**src/hw/rtl/rbcl_pkg.sv**
```systemverilog
// Shared types, constants and helper functions of the red blob center locator.
`default_nettype none

package rbcl_pkg;

    localparam int COLOR_W     = 8;
    localparam int COORD_W     = 10;
    localparam int COUNT_W     = 21;
    localparam int TIME_W      = 16;
    localparam int COORD_LIMIT = 1024;

    localparam logic [COUNT_W-1:0] COUNT_MAX = {COUNT_W{1'b1}};
    localparam logic [COUNT_W-1:0] MIN_RESET = COUNT_W'(100);

    typedef struct packed {
        logic [COLOR_W-1:0] red;
        logic [COLOR_W-1:0] green;
        logic [COLOR_W-1:0] blue;
        logic [COORD_W-1:0] column;
        logic [COORD_W-1:0] line;
        logic               frame_end;
        logic [TIME_W-1:0]  frame_time;
    } pixel_t;

    function automatic logic [COORD_W-1:0] clamp_coord(input logic [COORD_W-1:0] v);
        logic [COORD_W-1:0] r;
        if (int'(v) >= COORD_LIMIT)
        begin
            r = COORD_W'(COORD_LIMIT - 1);
        end
        else
        begin
            r = v;
        end
        return r;
    endfunction

    function automatic logic [COORD_W-1:0] midpoint(input logic [COORD_W-1:0] a,
                                                    input logic [COORD_W-1:0] b);
        logic signed [COORD_W:0] diff;
        logic signed [COORD_W:0] half;
        diff = $signed({1'b0, b}) - $signed({1'b0, a});
        half = (diff + $signed({{COORD_W{1'b0}}, diff[COORD_W]})) >>> 1;
        return a + half[COORD_W-1:0];
    endfunction

endpackage

`default_nettype wire

```
**src/hw/rtl/red_blob_center_locator.sv**
```systemverilog
// Top level of the red blob center locator.
`default_nettype none

// Takes one RGB pixel item per clock, unless stalled, in raster order and, on
// the pixel marked frame_end, delivers one frame result: day flag, center of
// the red region, saturating red count and the frame time. A pixel is held in
// the input register until the tracker folds it into the tracking state; the
// frame result is then registered in the output register and held there
// while out_stall is high. Pixel items are taken every cycle except while a
// frame-end pixel waits, which it does only while the previous result is
// still held stalled in the output register.
// min_red_pixels is written through cfg_we/cfg_wdata and resets to 100.
module red_blob_center_locator
(
    input  wire logic                          clk,
    input  wire logic                          rst_n,
    input  wire logic                          cfg_we,
    input  wire logic [rbcl_pkg::COUNT_W-1:0]  cfg_wdata,
    input  wire logic                          in_valid,
    output logic                               in_stall,
    input  wire logic [rbcl_pkg::COLOR_W-1:0]  red,
    input  wire logic [rbcl_pkg::COLOR_W-1:0]  green,
    input  wire logic [rbcl_pkg::COLOR_W-1:0]  blue,
    input  wire logic [rbcl_pkg::COORD_W-1:0]  column,
    input  wire logic [rbcl_pkg::COORD_W-1:0]  line,
    input  wire logic                          frame_end,
    input  wire logic [rbcl_pkg::TIME_W-1:0]   frame_time,
    output logic                               out_valid,
    input  wire logic                          out_stall,
    output logic                               is_day,
    output logic [rbcl_pkg::COORD_W-1:0]       center_x,
    output logic [rbcl_pkg::COORD_W-1:0]       center_y,
    output logic [rbcl_pkg::COUNT_W-1:0]       red_total,
    output logic [rbcl_pkg::TIME_W-1:0]        logged_time
);
    import rbcl_pkg::*;

    logic [COUNT_W-1:0] min_reg;
    pixel_t             in_pixel;
    pixel_t             pix;
    logic               pix_valid;
    logic               advance;

    always_ff @(posedge clk or negedge rst_n)
    begin
        if (!rst_n)
        begin
            min_reg <= MIN_RESET;
        end
        else if (cfg_we)
        begin
            min_reg <= cfg_wdata;
        end
    end

    always_comb
    begin
        in_pixel.red        = red;
        in_pixel.green      = green;
        in_pixel.blue       = blue;
        in_pixel.column     = column;
        in_pixel.line       = line;
        in_pixel.frame_end  = frame_end;
        in_pixel.frame_time = frame_time;
    end

    rbcl_pixel_reg u_pixel_reg
    (
        .clk       (clk),
        .rst_n     (rst_n),
        .in_valid  (in_valid),
        .in_stall  (in_stall),
        .in_pixel  (in_pixel),
        .advance   (advance),
        .pix_valid (pix_valid),
        .pix       (pix)
    );

    rbcl_tracker u_tracker
    (
        .clk            (clk),
        .rst_n          (rst_n),
        .pix_valid      (pix_valid),
        .pix            (pix),
        .min_red_pixels (min_reg),
        .advance        (advance),
        .out_valid      (out_valid),
        .out_stall      (out_stall),
        .is_day         (is_day),
        .center_x       (center_x),
        .center_y       (center_y),
        .red_total      (red_total),
        .logged_time    (logged_time)
    );

endmodule

`default_nettype wire

```
**src/hw/rtl/rbcl_pixel_reg.sv**
```systemverilog
// Input register that holds one pixel item until the tracker takes it.
`default_nettype none

module rbcl_pixel_reg
(
    input  wire logic           clk,
    input  wire logic           rst_n,
    input  wire logic           in_valid,
    output logic                in_stall,
    input  wire rbcl_pkg::pixel_t in_pixel,
    input  wire logic           advance,
    output logic                pix_valid,
    output rbcl_pkg::pixel_t    pix
);
    import rbcl_pkg::*;

    logic   valid_reg;
    logic   valid_next;
    pixel_t pixel_reg;
    logic   accept;

    assign in_stall   = valid_reg && !advance;
    assign accept     = in_valid && !in_stall;
    assign valid_next = accept ? 1'b1 : (advance ? 1'b0 : valid_reg);
    assign pix_valid  = valid_reg;
    assign pix        = pixel_reg;

    always_ff @(posedge clk or negedge rst_n)
    begin
        if (!rst_n)
        begin
            valid_reg <= 1'b0;
        end
        else
        begin
            valid_reg <= valid_next;
        end
    end

    always_ff @(posedge clk)
    begin
        if (accept)
        begin
            pixel_reg <= in_pixel;
        end
    end

endmodule

`default_nettype wire

```
**src/hw/rtl/rbcl_tracker.sv**
```systemverilog
// Red pixel tracking state and the frame result register.
`default_nettype none

module rbcl_tracker
(
    input  wire logic                          clk,
    input  wire logic                          rst_n,
    input  wire logic                          pix_valid,
    input  wire rbcl_pkg::pixel_t              pix,
    input  wire logic [rbcl_pkg::COUNT_W-1:0]  min_red_pixels,
    output logic                               advance,
    output logic                               out_valid,
    input  wire logic                          out_stall,
    output logic                               is_day,
    output logic [rbcl_pkg::COORD_W-1:0]       center_x,
    output logic [rbcl_pkg::COORD_W-1:0]       center_y,
    output logic [rbcl_pkg::COUNT_W-1:0]       red_total,
    output logic [rbcl_pkg::TIME_W-1:0]        logged_time
);
    import rbcl_pkg::*;

    logic [COUNT_W-1:0] count_reg, count_next;
    logic [COORD_W-1:0] first_x_reg, first_x_next;
    logic [COORD_W-1:0] first_y_reg, first_y_next;
    logic [COORD_W-1:0] latest_x_reg, latest_x_next;
    logic [COORD_W-1:0] latest_y_reg, latest_y_next;
    logic               out_valid_reg, out_valid_next;
    logic               day_reg;
    logic [COORD_W-1:0] cx_reg;
    logic [COORD_W-1:0] cy_reg;
    logic [COUNT_W-1:0] total_reg;
    logic [TIME_W-1:0]  time_reg;

    logic               is_red;
    logic [COORD_W-1:0] col;
    logic [COORD_W-1:0] row;
    logic               out_free;
    logic               emit;
    logic               day;

    assign is_red   = ({1'b0, pix.red} > {pix.green, 1'b0}) &&
                      ({1'b0, pix.red} > {pix.blue, 1'b0});
    assign col      = clamp_coord(pix.column);
    assign row      = clamp_coord(pix.line);
    assign out_free = !out_valid_reg || !out_stall;
    assign advance  = pix_valid && (!pix.frame_end || out_free);
    assign emit     = advance && pix.frame_end;

    always_comb
    begin
        count_next    = count_reg;
        first_x_next  = first_x_reg;
        first_y_next  = first_y_reg;
        latest_x_next = latest_x_reg;
        latest_y_next = latest_y_reg;
        if (advance && is_red)
        begin
            if (count_reg != COUNT_MAX)
            begin
                count_next = count_reg + COUNT_W'(1);
            end
            if (count_reg == '0)
            begin
                first_x_next = col;
                first_y_next = row;
            end
            else
            begin
                latest_x_next = col;
                latest_y_next = row;
            end
        end
    end

    assign day = count_next > min_red_pixels;

    always_comb
    begin
        out_valid_next = out_valid_reg;
        if (emit)
        begin
            out_valid_next = 1'b1;
        end
        else if (!out_stall)
        begin
            out_valid_next = 1'b0;
        end
    end

    always_ff @(posedge clk or negedge rst_n)
    begin
        if (!rst_n)
        begin
            count_reg     <= '0;
            first_x_reg   <= '0;
            first_y_reg   <= '0;
            latest_x_reg  <= '0;
            latest_y_reg  <= '0;
            out_valid_reg <= 1'b0;
        end
        else
        begin
            count_reg     <= emit ? '0 : count_next;
            first_x_reg   <= first_x_next;
            first_y_reg   <= first_y_next;
            latest_x_reg  <= latest_x_next;
            latest_y_reg  <= latest_y_next;
            out_valid_reg <= out_valid_next;
        end
    end

    always_ff @(posedge clk)
    begin
        if (emit)
        begin
            day_reg   <= day;
            cx_reg    <= day ? midpoint(first_x_next, latest_x_next) : '0;
            cy_reg    <= day ? midpoint(first_y_next, latest_y_next) : '0;
            total_reg <= count_next;
            time_reg  <= pix.frame_time;
        end
    end

    assign out_valid   = out_valid_reg;
    assign is_day      = day_reg;
    assign center_x    = cx_reg;
    assign center_y    = cy_reg;
    assign red_total   = total_reg;
    assign logged_time = time_reg;

endmodule

`default_nettype wire
```
**config.mk**
```make
export PLATFORM = sky130hd
export DESIGN_NAME = red_blob_center_locator
export DESIGN_NICKNAME = d
export VERILOG_FILES = /design/src/hw/rtl/rbcl_pkg.sv /design/src/hw/rtl/red_blob_center_locator.sv /design/src/hw/rtl/rbcl_pixel_reg.sv /design/src/hw/rtl/rbcl_tracker.sv
export SDC_FILE = /design/constraint.sdc
export NUM_CORES = 1
export LEC_CHECK = 0
export BUFFER_PORTS_ARGS = -buffer_cell sky130_fd_sc_hd__buf_4
export CAP_MARGIN = 5
export CORE_MARGIN = 2
export CORE_UTILIZATION = 60
export CTS_BUF_LIST = sky130_fd_sc_hd__clkbuf_4 sky130_fd_sc_hd__clkbuf_8
export DETAILED_ROUTE_END_ITERATION = 6
export GPL_ROUTABILITY_DRIVEN = 0
export PLACE_DENSITY = 0.83
export SYNTH_ARGS = -nofsm -noshare
export SYNTH_HDL_FRONTEND = slang
export SYNTH_SLANG_ARGS = --single-unit
```
**constraint.sdc**
```tcl
create_clock -name clk -period 7.8 [get_ports clk]
set_clock_uncertainty 0.2 [all_clocks]
set_input_delay 0.39 -clock clk [delete_from_list [all_inputs] [get_ports clk]]
set_output_delay 0.39 -clock clk [all_outputs]
set_load 0.005 [all_outputs]
```
### Word level (Yosys, flattened, before mapping)

Cells that the tools add are included.

| storage, ports and cells | value |
|---|---|
| word-level logic and storage cells | 62 |
| bits of input ports | 87 |
| bits in registers | 203 |
| output and inout port bits | 60 |

| cells by class | value |
|---|---|
| reductions and logical operators | 15 |
| equality and inequality tests | 2 |
| order comparisons | 3 |
| muxes and demuxes | 15 |
| add/subtract/negate cells | 7 |

Operators with widths:

| operator | count |
|---|---|
| $mux W10 | 8 |
| $mux W21 | 3 |
| $add A11 B2 Y11 | 2 |
| $sub A10 B10 Y11 | 2 |
| $add A21 B1 Y21 const B | 1 |
| $gt A21 B21 Y1 | 1 |
| $logic_not A21 Y1 | 1 |
| $ne A21 B21 Y1 const B | 1 |
| $add A10 B10 Y10 | 2 |
| $gt A8 B9 Y1 | 2 |
| $logic_and A1 B1 Y1 | 6 |
| $logic_not A1 Y1 | 5 |
| $mux W1 | 4 |
| $logic_or A1 B1 Y1 | 2 |
| $ne A2 B1 Y1 const B | 1 |
| $reduce_bool A2 Y1 | 1 |

### Logic depth before layout (Yosys ltp)

| depth | value |
|---|---|
| depth after elaboration | 9 |
| mapped depth | 31 |
| gate-level depth less buffers | 29 |

### Hierarchy

From an unflattened synthesis, not the netlist that was laid out.

| second synthesis, totals | value |
|---|---|
| cell total of the unflattened synthesis | 933 |
| area, all modules | 11004.3 um^2 |

By module, submodules not included:

| module | cells an instance | times used | seq. area each (um^2) | area an instance (um^2) |
|---|---|---|---|---|
| rbcl_tracker | 823 | 1 | 3293.2 | 8251.7 |
| rbcl_pixel_reg | 66 | 1 | 1856.8 | 1889.3 |
| red_blob_center_locator | 44 | 1 | 529.3 | 863.3 |

### Least setup slack after synthesis

Ideal clock, no wire load.

| timing path | value |
|---|---|
| kind | reg2reg |
| from | reg u_pixel_reg.pixel_reg, in the netlist u_pixel_reg.pix[59] |
| to | reg u_tracker.cy_reg[9] (netlist: u_tracker.center_y[9]) (data pin) |
| cell stages (with the launch flop) | 29 |
| path buffers | 2 |
| path slack | 1.380 ns |
| data required time | 7.334 ns |
| data arrival time | 5.954 ns |
| library setup time | 0.266 ns |
| clock period less this slack | 6.420 ns |
| cell sequence | edfxtp_1 ha_1 nand4b_4 nor4_2 or3_4 buf_6 nor3_4 clkbuf_1 nand2_1 nand2_1 ha_1 inv_1 ha_1 a41o_1 a211oi_2 nor2_1 a311oi_1 o21bai_1 a21oi_1 nor2b_1 ha_1 or4b_4 a21o_1 a211o_1 a311oi_2 o21bai_2 a221oi_2 xnor2_1 nor2_1 |

| between the ends | value |
|---|---|
| longest elaborated chain between the ends | 7 |
| elaborated cells on any way between the ends | 11 |
| classes of those cells | 3 x add/sub; 3 x order compare; 3 x mux; 2 x reduce/logical |

RTL lines:

| item | RTL line | RTL |
|---|---|---|
| start: declaration | rbcl_pixel_reg.sv:19 | `pixel_t pixel_reg;` |
| start signal: assignment | rbcl_pixel_reg.sv:44 | `pixel_reg <= in_pixel;` |
| $gt A8 B9 Y1 (on tied branches) | rbcl_tracker.sv:41, rbcl_tracker.sv:42 |  |
| $logic_and A1 B1 Y1 * | rbcl_tracker.sv:41 | `assign is_red = ({1'b0, pix.red} > {pix.green, 1'b0}) &&` |
| $logic_and A1 B1 Y1 * | rbcl_tracker.sv:56 | `if (advance && is_red)` |
| $mux W10 * | rbcl_tracker.sv:56 |  |
| net u_tracker.first_y_next[0] | rbcl_tracker.sv:24 | `logic [COORD_W-1:0] first_y_reg, first_y_next;` |
| $sub A10 B10 Y11 | rbcl_pkg.sv:42 | `diff = $signed({1'b0, b}) - $signed({1'b0, a});` |
| $add A11 B2 Y11 | rbcl_pkg.sv:43 | `half = (diff + $signed({{COORD_W{1'b0}}, diff[COORD_W]})) >>> 1;` |
| $add A10 B10 Y10 * | rbcl_pkg.sv:44 | `return a + half[COORD_W-1:0];` |
| end signal: assignment | rbcl_tracker.sv:118 | `cy_reg <= day ? midpoint(first_y_next, latest_y_next) : '0;` |
| end: declaration | rbcl_tracker.sv:30 | `logic [COORD_W-1:0] cy_reg;` |

The timed path passes the listed nets; every way through them passes the cells marked *.
A chain may end at the register's enable or synchronous reset.

### Worst setup path after layout

| timing path | value |
|---|---|
| from | reg u_pixel_reg.pixel_reg, in the netlist u_pixel_reg.pix[59] |
| to | reg u_tracker.cy_reg[8] (netlist: u_tracker.center_y[8]) (data pin) |

| between the ends | value |
|---|---|
| longest elaborated chain between the ends | 7 |
| elaborated cells on any way between the ends | 11 |
| classes of those cells | 3 x add/sub; 3 x order compare; 3 x mux; 2 x reduce/logical |

RTL lines:

| item | RTL line |
|---|---|
| $gt A8 B9 Y1 (on tied branches) | rbcl_tracker.sv:41, rbcl_tracker.sv:42 |
| $logic_and A1 B1 Y1 * | rbcl_tracker.sv:41 |
| $logic_and A1 B1 Y1 * | rbcl_tracker.sv:56 |
| $mux W10 | rbcl_tracker.sv:56 |
| $sub A10 B10 Y11 | rbcl_pkg.sv:42 |
| $add A11 B2 Y11 | rbcl_pkg.sv:43 |
| $add A10 B10 Y10 | rbcl_pkg.sv:44 |

Every way passes the cells marked *; elsewhere a longest branch is shown, timed or not.

==> metrics.md <==
| Metric | Value |
|---|---|
| Status | `finished, final reports clean` |
| Area growth syn-to-layout | `27.1%` |
| Largest fanout on the critical path | `21` |
| Std-Cell Rows | `49` |
| Leak Pwr | `6.38 nW` |
| Hpwl dp | `17500 um` |
| Worst path required time | `7870 ps` |
| Syn_area_per_cell | `11.0 sq um` |
| Setup TNS | `0 ps` |
| Initial antenna violation count | `1` |
| Number of synthesized flops with an enable pin | `119` |
| Number of buffers added on ports | `146` |
| RSZ-0062 raised after global routing | `false` |
| Tightest Pin Transition | `1110 ps` |
| Core Area | `18000 sq um` |
| Clk buf depth | `3` |
| Via density | `5.72` |
| Post-DP Area | `12400 sq um` |
| CP cell instances | `ha_1 > nand4b_1 > nor4b_2 > or3_4 > nor3_4 > mux2i_1 > ha_1 > inv_1 > a211oi_1 > a311oi_2 > o31ai_1 > a311oi_1 > o21bai_1 > a21oi_1 > nor2b_1 > ha_1 > or4b_4 > a21oi_1 > a211oi_1 > nor4_1 > o21ai_0 > a31oi_1 > xor2_1 > nor2_1` |
| Sequential cell fraction of total power | `0.303` |
| Post-CTS Resized | `0` |
| Sw Ratio | `0.376` |
| Final wirelength | `27900 um` |
| Post-Syn Area | `11000 sq um` |
| Final Hold Vio Count | `0` |
| CTS tree | `yes` |
| Top_reg_cell synth | `edfxtp_1` |
| Critical path startpoint category | `register` |
| Cell mode on critical path | `ha_1` |
| Largest net degree at the start of global routing | `83` |
| Cell chosen for the clock root | `clkbuf_8` |
| Setup WS post-layout | `686 ps` |
| Final period util | `0.912` |
| Max reg flops | `61` |
| Number of synthesized register bits | `203` |
| Vias in the first global route | `8937` |
| Pins Over Slew Limit | `0` |
| Tot GR Track Use | `0.286` |
| Met2 usage | `0.494` |
| Drt pass-1 iters | `5` |
| GR Util met1 | `0.367` |
| Die area | `19500 sq um` |
| Slowest Stage Delay on Critical Path | `590 ps` |
| Routing usage on met3 | `0.0564` |
| Capture point of the worst path | `u_tracker.center_y[8]` |
| Global route hottest layer | `met2` |
| Worst r2r dst | `u_tracker.center_y[8]` |
| Worst-path clk slew | `60 ps` |
| Int Pwr | `2.71 mW` |
| CP arrival | `7190 ps` |
| Cells after Synth | `1006` |
| Max VDD drop | `251 uV` |
| Chip height | `140 um` |
| Clk pwr share | `0.245` |
| Clock latency on the worst-skew pair | `550 ps` |
| Pwr per Cell Area | `309 nW/um^2` |
| Final net count | `1429` |
| Antenna violation net count after detailed routing | `0` |
| Dpl ws | `832 ps` |
| GRT Residual Overflow | `0` |
| Clk sink count | `203` |
| Total CTS buffers | `35` |
| FMAX | `141 MHz` |
| Post-synth ARST share | `0.414` |
| Starting density of the core | `0.613` |
| Final instance area | `14000 sq um` |
| Filler Cells Inserted | `1122` |
| First-pass GRT wire length | `44800 um` |
| Comb power frac | `0.453` |
| Worst R2R Path Depth | `24` |
| DR iter-0 viols | `699` |
| Reg2reg start | `u_pixel_reg.pix[59]` |
| Register area share after synthesis | `0.514` |
| Final Power | `4.34 mW` |
| Crit path launch | `u_pixel_reg.pix[59]` |
| Sw power | `1.63 mW` |
| Synth cell types | `87` |
| Max cap viols | `0` |
| CP Class | `reg -> reg` |
| Hold WC Path Type | `in -> reg` |
| Reg-to-reg setup timing slack | `690 ps` |
| Detailed-route via count | `8705` |
| Layout cells sized above 1 | `0.208` |
| Relative slew margins | `0.261` |
| DRC violations left | `0` |
| Final Setup Violations | `0` |
| Tmin final | `7110 ps` |
| Syn_nets | `1171` |
| H-Tree Depth | `2` |
| I/O pin count | `147` |
| Die width | `140 um` |
| Nature of the critical path endpoint | `register` |
| CP max-delay cell | `nor3_4` |
| Wire length per cell | `18.3 um` |
| Synth warn | `0` |
## synth_stat cells (6+ instances only)
cell type | number | area [sq um]
a21oi_1 | 28 | 140
xor2_1 | 20 | 175
o21ai_0 | 42 | 210
xnor2_1 | 48 | 420
nor4_2 | 6 | 75.1
and4_1 | 6 | 52.6
nand3_1 | 25 | 125
nor2_1 | 50 | 188
inv_1 | 74 | 278
nor4_1 | 9 | 56.3
nor2b_1 | 14 | 87.6
a21o_1 | 20 | 150
and3_1 | 12 | 75.1
buf_2 | 6 | 30.0
nor3_1 | 10 | 50.1
dfrtp_1 | 81 | 2030
nand2b_1 | 13 | 81.3
mux2i_1 | 12 | 120
edfxtp_1 | 119 | 3570
nand2_1 | 139 | 522
nand4_1 | 21 | 131
a31oi_1 | 7 | 43.8
clkbuf_1 | 12 | 45.0
o21a_1 | 9 | 67.6
ha_1 | 75 | 938
and2_1 | 32 | 200
## power groups by stage
stage                     clock, mW  combinational, mW  sequential (mW)
after global routing           1.13               2.16             1.32
after floorplan                   0               1.49             1.31
after CTS                      1.06               1.91             1.31
after global placement            0               1.82             1.32
final                          1.06               1.97             1.31
after detailed placement          0               1.86             1.33
## metrics by stage
stage / util / cells / hold WS (ps)
6_report: 0.779 / 1521 / 52.2
5_1_grt: 0.779 / 1521 / 70.2
4_1_cts: 0.779 / 1520 / 25.0
3_5_place_dp: 0.688 / 1369 / -14.1
3_3_place_gp: 0.688 / 1369 / -14.5
2_1_floorplan: - / 1006 / -106
## layout make-up
class,count,area [sq um],area share
diodes,1,2.50,0.000178
flip-flops and latches,203,5680,0.405
repair buffers,246,2060,0.147
inverters,75,282,0.0201
well taps,229,287,0.0204
clock buffers,50,638,0.0455
multi-input cells,703,4950,0.353
clock inverters,14,130,0.00927
## per-layer routing
layer  wire length, um  part of all wire
met2             14000              0.50
met1             11400              0.41
met3              1820             0.065
met5                 0                 0
met4               640             0.023
## critical path: cells and delay by family (launching register included)
kind                       cells  cell delay (ps)
and+or+nand+nor                8             2510
DFF                            1              400
adders and majority gates      3              930
AOI/OAI and AO/OA             10             1980
xor gates and xnor gates       1              150
buffers and inverters          1               80
muxes                          1              560
## cell usage in the layout (no fill, tap or decap), types with 25 or more instances in the layout
cell type	count
dlygate4sd3_1	87
a21oi_1	28
buf_4	159
dfrtp_1	81
clkbuf_8	42
edfxtp_1	119
inv_1	73
ha_1	75
nand3_1	25
o21ai_0	42
nand2_1	139
nor2_1	50
and2_1	31
xnor2_1	48
## logic make-up (layout without fill, tap and decap cells)
kind of cell             count (synthesis)  in the layout  synth area share
adder cells (fa/ha/maj)                 79             79            0.0914
buffers and inverters                  100            385            0.0371
flip-flops                             203            203             0.514
other                                    0              1                 0
XOR/XNOR                                68             68            0.0539
AO/OA/AOI/OAI                          179            179             0.119
multiplexers                            13             13            0.0119
AND/OR/NAND/NOR                        364            364             0.172
## worst min-delay path by stage
stage                     cells past startpoint                    end  startpoint  slack (ps)
final                                         3             min_reg[2]      cfg_we          50
after global routing                          3             min_reg[5]      cfg_we          70
after CTS                                     3             min_reg[2]      cfg_we          30
after detailed placement                      1  u_pixel_reg.pix_valid       rst_n         -10
after global placement                        1  u_pixel_reg.pix_valid       rst_n         -10
after floorplan                               0             min_reg[0]       rst_n        -110
## timing repair
action                    in CTS  in global routing
buffers inserted               0                  0
hold endpoints to repair      86                  0
hold buffers                  87                  0
No activity file was read; power rests on OpenSTA's default activity.
